`config.mk`:
```
export PLATFORM = sky130hd
export DESIGN_NAME = variation_support_scalar_top
export DESIGN_NICKNAME = d
export VERILOG_FILES = /design/src/vss_pkg.sv /design/src/vss_div.sv /design/src/variation_support_scalar_top.sv
export SDC_FILE = /design/constraint.sdc
export NUM_CORES = 1
export LEC_CHECK = 0
export ABC_AREA = 0
export ABC_CLOCK_PERIOD_IN_PS = 16200
export BUFFER_PORTS_ARGS = -buffer_cell sky130_fd_sc_hd__buf_4
export CORE_MARGIN = 3
export CORE_UTILIZATION = 40
export CTS_CLUSTER_SIZE = 16
export DETAILED_ROUTE_END_ITERATION = 10
export GPL_ROUTABILITY_DRIVEN = 0
export GPL_TIMING_DRIVEN = 0
export PLACE_DENSITY_LB_ADDON = 0.08
export RECOVER_POWER = 25
export SYNTH_ARGS = -nofsm -noshare
export SYNTH_HDL_FRONTEND = slang
export SYNTH_SLANG_ARGS = --single-unit
```
`constraint.sdc`:
```
create_clock -name aclk -period 16.2 [get_ports aclk]
set_input_delay 0.81 -clock aclk [delete_from_list [all_inputs] [get_ports aclk]]
set_output_delay 0.81 -clock aclk [all_outputs]
set_load 0.005 [all_outputs]
```
`src/vss_pkg.sv`:
```
// Shared types and constants for the variation support scalar block.
// Used by vss_div and variation_support_scalar_top; depends on nothing else.
package vss_pkg;

    // Field widths fixed by the item format.
    localparam int COORD_W  = 16;
    localparam int SCALAR_W = 15;
    localparam int IN_DATA_W  = 4 * COORD_W;
    localparam int OUT_DATA_W = 16;

    // Sequencer states, one-hot.
    typedef enum logic [3:0] {
        ST_IDLE = 4'b0001,
        ST_DIV  = 4'b0010,
        ST_MUL  = 4'b0100,
        ST_OUT  = 4'b1000
    } vss_state_t;

    // Status of the shared divider as seen by the sequencer.
    typedef struct packed {
        logic busy;
        logic done;
    } div_status_t;

endpackage

```
`src/vss_div.sv`:
```
// Iterative restoring divider producing QW fraction bits of num / den.
// Requires num < den; one quotient bit per cycle. Depends on vss_pkg.
module vss_div
    import vss_pkg::*;
#(
    parameter int QW = 14
) (
    input  logic               aclk,
    input  logic               aresetn,
    input  logic               start,
    input  logic [COORD_W-1:0] num,
    input  logic [COORD_W-1:0] den,
    output div_status_t        status,
    output logic [QW-1:0]      quot
);

    localparam int CW = $clog2(QW + 1);

    logic [COORD_W-1:0] rem_reg, rem_next;
    logic [COORD_W-1:0] den_reg, den_next;
    logic [QW-1:0]      quot_reg, quot_next;
    logic [CW-1:0]      cnt_reg, cnt_next;
    logic               busy_reg, busy_next;
    logic               done_reg, done_next;

    logic [COORD_W:0] shifted;
    logic [COORD_W:0] diff;
    logic             fits;

    // One trial subtraction per step.
    always_comb begin
        shifted = {rem_reg, 1'b0};
        diff    = shifted - {1'b0, den_reg};
        fits    = (shifted >= {1'b0, den_reg});
    end

    // Step control.
    always_comb begin
        rem_next  = rem_reg;
        den_next  = den_reg;
        quot_next = quot_reg;
        cnt_next  = cnt_reg;
        busy_next = busy_reg;
        done_next = 1'b0;
        if (start) begin
            rem_next  = num;
            den_next  = den;
            cnt_next  = CW'(QW);
            busy_next = 1'b1;
        end else if (busy_reg) begin
            rem_next  = fits ? diff[COORD_W-1:0] : rem_reg << 1;
            quot_next = {quot_reg[QW-2:0], fits};
            cnt_next  = cnt_reg - 1'b1;
            if (cnt_reg == CW'(1)) begin
                busy_next = 1'b0;
                done_next = 1'b1;
            end
        end
    end

    // Control state is reset; datapath registers are not.
    always_ff @(posedge aclk) begin
        if (!aresetn) begin
            busy_reg <= 1'b0;
            done_reg <= 1'b0;
            cnt_reg  <= '0;
        end else begin
            busy_reg <= busy_next;
            done_reg <= done_next;
            cnt_reg  <= cnt_next;
        end
    end

    always_ff @(posedge aclk) begin
        rem_reg  <= rem_next;
        den_reg  <= den_next;
        quot_reg <= quot_next;
    end

    assign status.busy = busy_reg;
    assign status.done = done_reg;
    assign quot        = quot_reg;

endmodule

```
`src/variation_support_scalar_top.sv`:
```
// A skipped or zeroing axis is settled in the idle state as it is accepted; an axis
// with a tent ratio passes the divider (one divider step per quotient bit), a hand-off
// and one multiply. A last axis then loads the result register once it is free; the
// result waits there. A new axis is taken only once the previous one is fully handled.
// Reset: synchronous, active-low aresetn; running product returns to 1.0.
// Depends on vss_pkg and vss_div.
module variation_support_scalar_top
    import vss_pkg::*;
#(
    parameter int FRAC_BITS = 14
) (
    input  logic                  aclk,
    input  logic                  aresetn,
    input  logic                  s_tvalid,
    output logic                  s_tready,
    // [15:0] lower_edge, [31:16] peak_point, [47:32] upper_edge, [63:48] coordinate
    input  logic [IN_DATA_W-1:0]  s_tdata,
    // [0] has_support
    input  logic                  s_tuser,
    input  logic                  s_tlast,
    output logic                  m_tvalid,
    input  logic                  m_tready,
    // [14:0] scalar, [15] zero
    output logic [OUT_DATA_W-1:0] m_tdata
);

    localparam int PW = FRAC_BITS + 1;
    localparam logic [PW-1:0] ONE_FIXED = PW'(1) << FRAC_BITS;

    vss_state_t state_reg, state_next;
    logic [PW-1:0]       product_reg, product_next;
    logic                last_reg, last_next;
    logic                m_valid_reg, m_valid_next;
    logic [SCALAR_W-1:0] scalar_reg, scalar_next;

    logic signed [COORD_W-1:0] lo, pk, hi, v;
    logic                      s_acc;
    logic                      skip, outside, rising;
    logic [COORD_W:0]          num_wide, den_wide;
    logic                      div_start;
    div_status_t               div_st;
    logic [FRAC_BITS-1:0]      ratio;
    logic [2*FRAC_BITS:0]      mul_full;
    logic [PW+SCALAR_W-1:0]    product_ext;

    // Unpack the axis item.
    always_comb begin
        lo = s_tdata[COORD_W-1:0];
        pk = s_tdata[2*COORD_W-1:COORD_W];
        hi = s_tdata[3*COORD_W-1:2*COORD_W];
        v  = s_tdata[4*COORD_W-1:3*COORD_W];
    end

    // Classify the axis and form the ratio operands.
    always_comb begin
        skip = !s_tuser || (pk == '0) || (lo > pk) || (pk > hi) ||
               ((lo < 0) && (hi > 0)) || (v == pk);
        outside = (v <= lo) || (hi <= v);
        rising  = (v < pk);
        if (rising) begin
            num_wide = {v[COORD_W-1], v} - {lo[COORD_W-1], lo};
            den_wide = {pk[COORD_W-1], pk} - {lo[COORD_W-1], lo};
        end else begin
            num_wide = {hi[COORD_W-1], hi} - {v[COORD_W-1], v};
            den_wide = {hi[COORD_W-1], hi} - {pk[COORD_W-1], pk};
        end
    end

    assign s_tready  = (state_reg == ST_IDLE);
    assign s_acc     = s_tvalid && s_tready;
    assign div_start = s_acc && !skip && !outside;

    vss_div #(
        .QW (FRAC_BITS)
    ) u_div (
        .aclk    (aclk),
        .aresetn (aresetn),
        .start   (div_start),
        .num     (num_wide[COORD_W-1:0]),
        .den     (den_wide[COORD_W-1:0]),
        .status  (div_st),
        .quot    (ratio)
    );

    // Product update multiply and the masked result.
    assign mul_full    = product_reg * ratio;
    assign product_ext = {{SCALAR_W{1'b0}}, product_reg};

    // Sequencer.
    always_comb begin
        state_next   = state_reg;
        product_next = product_reg;
        last_next    = last_reg;
        m_valid_next = m_valid_reg && !m_tready;
        scalar_next  = scalar_reg;
        unique case (state_reg)
            ST_IDLE: begin
                if (s_acc) begin
                    last_next = s_tlast;
                    if (!skip && outside) begin
                        product_next = '0;
                    end
                    if (div_start) begin
                        state_next = ST_DIV;
                    end else if (s_tlast) begin
                        state_next = ST_OUT;
                    end
                end
            end
            ST_DIV: begin
                if (div_st.done) begin
                    state_next = ST_MUL;
                end
            end
            ST_MUL: begin
                product_next = mul_full[2*FRAC_BITS:FRAC_BITS];
                state_next   = last_reg ? ST_OUT : ST_IDLE;
            end
            ST_OUT: begin
                if (!m_valid_reg || m_tready) begin
                    m_valid_next = 1'b1;
                    scalar_next  = product_ext[SCALAR_W-1:0];
                    product_next = ONE_FIXED;
                    state_next   = ST_IDLE;
                end
            end
            default: begin
                state_next = ST_IDLE;
            end
        endcase
    end

    always_ff @(posedge aclk) begin
        if (!aresetn) begin
            state_reg   <= ST_IDLE;
            product_reg <= ONE_FIXED;
            last_reg    <= 1'b0;
            m_valid_reg <= 1'b0;
        end else begin
            state_reg   <= state_next;
            product_reg <= product_next;
            last_reg    <= last_next;
            m_valid_reg <= m_valid_next;
        end
    end

    always_ff @(posedge aclk) begin
        scalar_reg <= scalar_next;
    end

    assign m_tvalid = m_valid_reg;
    assign m_tdata  = {{(OUT_DATA_W - SCALAR_W){1'b0}}, scalar_reg};

`ifndef SYNTHESIS
    // The divider only runs while the sequencer waits on it.
    assert property (@(posedge aclk) disable iff (!aresetn)
        div_st.busy |-> (state_reg == ST_DIV))
        else $error("divider busy outside the divide state");

    // The running product never exceeds 1.0.
    assert property (@(posedge aclk) disable iff (!aresetn)
        product_reg <= ONE_FIXED)
        else $error("running product above 1.0");

    // A skipped last axis goes straight to result loading.
    assert property (@(posedge aclk) disable iff (!aresetn)
        (s_acc && s_tlast && skip) |=> (state_reg == ST_OUT))
        else $error("skipped last axis did not reach result loading");

    // Loading a result leaves the product at 1.0.
    assert property (@(posedge aclk) disable iff (!aresetn)
        ((state_reg == ST_OUT) && (!m_valid_reg || m_tready)) |=>
            (m_valid_reg && (product_reg == ONE_FIXED)))
        else $error("result load did not restore the product");
`endif

endmodule

```
==> results_dict.tcl <==
set metrics [dict create \
    clkPwrFrac_pct 31.0 \
    pwr-share-seq_pct 35.0 \
    antenna_left 0 \
    core.rowCount 68 \
    synth_fp_nets 2028 \
    drtIter0Drc 666 \
    cp_top_family "adder cells" \
    hold_depth 2 \
    tns_ps 0 \
    netlist_area_mm2 0.0141 \
    vdd_drop_max_mv 0.0522 \
    internal_power_uw 474 \
    maxSlewHeadroom_pct 20.6 \
    drc 0 \
    min_from "last_reg$_SDFFE_PN0P_" \
    dpl_cell_area_mm2 0.0153 \
    finalHoldViolCount 0 \
    clkSlewWorstSetupHoldPaths_ps 70 \
    fin_crit_ps 7420 \
    critPathMaxStageDelay_ps 690 \
    yosys.cell_types.count 71 \
    fmax_mhz 135 \
    swShare_pct 35.0 \
    cp_slowest_cell "clkbuf_1" \
    r2r_slack_ps 8780 \
    synth_top_cell_by_area "fa_1" \
    antenna_found_initial 0 \
    critPathKind "register to register" \
    dieArea_mm2 0.0376 \
    first_global_vias 11500 \
    antennaDiodeCount 0 \
    pwr_density_cell_mw_per_mm2 46.6 \
    clock_tree.buffer_depth 2 \
    worst_r2r_path_depth 21 \
    critical_path_arrival_ps 7650 \
    viasPerCell 5.25 \
    wl_per_cell_um 18.7 \
    grt_use_total_pct 21.6 \
    yosys-top-cells-count "inv_1 (257), nand2_1 (193), ha_1 (189)" \
    grt_overflow 0 \
    crit_fanout 10 \
    insertion_delay_ps 360 \
    ctsResizeCount 0 \
    slew_viol_final 0 \
    post_cts_buffers 0 \
    portBuffers 86 \
    cp.required_ps 16430 \
    cap_violations 0 \
    first_pass_iters 4 \
    worst_setup_path_start_kind "register" \
    worstMarginPinSlew_ps 1170 \
    yosysSeqAreaShare_pct 16.8 \
    final_cell_area_mm2 0.0156 \
    p_leak_nw 7.53 \
    async_flop_share_pct 0 \
    path_buf_inv 4 \
    vias 11400 \
    routed_wl_um 40600 \
    synthTopCellsByArea "fa_1 (22%), ha_1 (17%), edfxtp_1 (13%), inv_1 (6.8%), nand2_1 (5.1%)" \
    syn_inst 1612 \
    area_growth_pct 10.9 \
    cts-htree-levels 3 \
    ys_seq_elements 88 \
    synth_most_common_cell "inv_1" \
    drive_gt1_share_pct 7.11 \
    hpwlAfterDp_um 34000 \
    setup_viol 0 \
    status "finished, final reports clean" \
    reg2reg_to "product_reg[12]$_SDFFE_PN0P_" \
    cts_buffers 9 \
    final_net_count 2126 \
    core-area_mm2 0.0346 \
    synth_top_area_share_pct 22.3 \
    rsz0062_at_grt "no" \
    ys_warn_count 0 \
    worstReg2RegStart "product_reg[8]$_SDFFE_PN0P_" \
    die_y_um 194 \
    ys.flop_type "edfxtp_1" \
    synth_edf_count 61 \
    fin_crit_sh_pct 45.8 \
    crit_chain "clkbuf_1 > nand2_1 > fa_1 > fa_1 > inv_1 > fa_1 > fa_1 > fa_1 > inv_1 > fa_1 > inv_1 > ha_1 > a2111oi_0 > nand2_1 > a31o_2 > o211ai_1 > o21ai_1 > a211o_1 > a21oi_1 > xor2_1 > o21ai_0" \
    grt_max_degree 26 \
    min_to "last_reg$_SDFFE_PN0P_" \
    timing.critical_path.mode_cell "fa_1" \
    crit_path_end_kind "register" \
    cts_root_buffer "clkbuf_16" \
    cts_tree "yes" \
    skew_ps 12.1 \
    io-pin-count 88 \
    initial_core_util_pct 40.7 \
    final_core_util_pct 45.2 \
    net-switching-power_uw 255 \
    hp-class "register to register" \
    die_w_um 194 \
    cts_hold_buf 0 \
    p_comb_share_pct 34.0 \
    grt_first_pass_wirelength_um 63800 \
    syn_area_per_cell_um2 8.75 \
    cts_sinks 88 \
]
==> worst min-delay path, delay by kind of cell (launching register included) <==
family	cells	cell delay [ps]
DFF	1	310
AOI/OAI and AO/OA	1	50
and+or+nand+nor	1	50
==> power by group through the flow <==
stage / clock [mW] / combinational [mW] / sequential (mW)
detailed placement: 0 / 0.245 / 0.260
finish: 0.226 / 0.248 / 0.255
global route: 0.244 / 0.276 / 0.255
CTS: 0.234 / 0.247 / 0.255
floorplan: 0 / 0.166 / 0.258
global placement: 0 / 0.243 / 0.260
==> per-layer routing <==
layer	GRT usage, %	share of wire, %	up-vias
met1	32.1	50	5583
met3	2.42	3.7	49
met2	33.8	44	233
li1	-	-	5537
met5	0	0	-
met4	5.57	2.0	0
==> placed cells by master, fill, tap and decap left out, types with 17 or more instances in the layout <==
master      n
nand2_1   193
o21ai_0    63
o21ai_1    17
a21o_1     25
a211oi_1   17
ha_1      189
nand2b_1   24
buf_4      76
xor2_1     29
edfxtp_1   61
nor3_1     21
fa_1      157
clkbuf_1   41
dfxtp_1    27
and2_1     97
nor2b_1    23
a21oi_1    78
xnor2_1    42
inv_1     257
nor2_1     77
==> logic make-up (layout without fill, tap and decap cells) <==
group	count (synthesis)	count (layout)	share of synthesized area, %
simple gates	505	505	17.6
fa+ha+maj	346	346	39.0
buf+inv	302	405	8.17
compound gates	284	284	12.9
flops	88	88	16.8
xor+xnor	71	71	4.41
mux	15	15	1.07
other cells	1	1	0.0266
==> worst max path at each step <==
stage | to | depth (start not counted) | start
after detailed placement | product_reg[12]$_SDFFE_PN0P_ | 21 | product_reg[8]$_SDFFE_PN0P_
after global routing | product_reg[12]$_SDFFE_PN0P_ | 21 | product_reg[8]$_SDFFE_PN0P_
after CTS | product_reg[12]$_SDFFE_PN0P_ | 21 | product_reg[8]$_SDFFE_PN0P_
after global placement | product_reg[12]$_SDFFE_PN0P_ | 21 | product_reg[8]$_SDFFE_PN0P_
after floorplan | product_reg[12]$_SDFFE_PN0P_ | 22 | u_div.quot[2]$_DFFE_PP_
final | product_reg[12]$_SDFFE_PN0P_ | 21 | product_reg[8]$_SDFFE_PN0P_
==> per-stage QoR <==
step | worst slack, ps | instances | power, mW | hold slack (ps)
2_1_floorplan | 10190 | 1612 | 0.424 | 437
3_3_place_gp | 8820 | 2153 | 0.503 | 445
3_5_place_dp | 8850 | 2154 | 0.505 | 452
4_1_cts | 8830 | 2170 | 0.735 | 462
5_1_grt | 8370 | 2170 | 0.775 | 485
6_report | 8780 | 2170 | 0.729 | 464
==> area by class of cell <==
| cell class | instances | area (um^2) |
|---|---|---|
| multi-input cells | 1222 | 10600 |
| repair buffers | 87 | 649 |
| clock buffers | 9 | 225 |
| flip-flops and latches | 88 | 2370 |
| clock inverters | 7 | 87.6 |
| well taps | 455 | 569 |
| plain buffers | 45 | 188 |
| fillers | 3472 | 19000 |
| inverters | 257 | 965 |
Power figures use the tool's default switching activity.
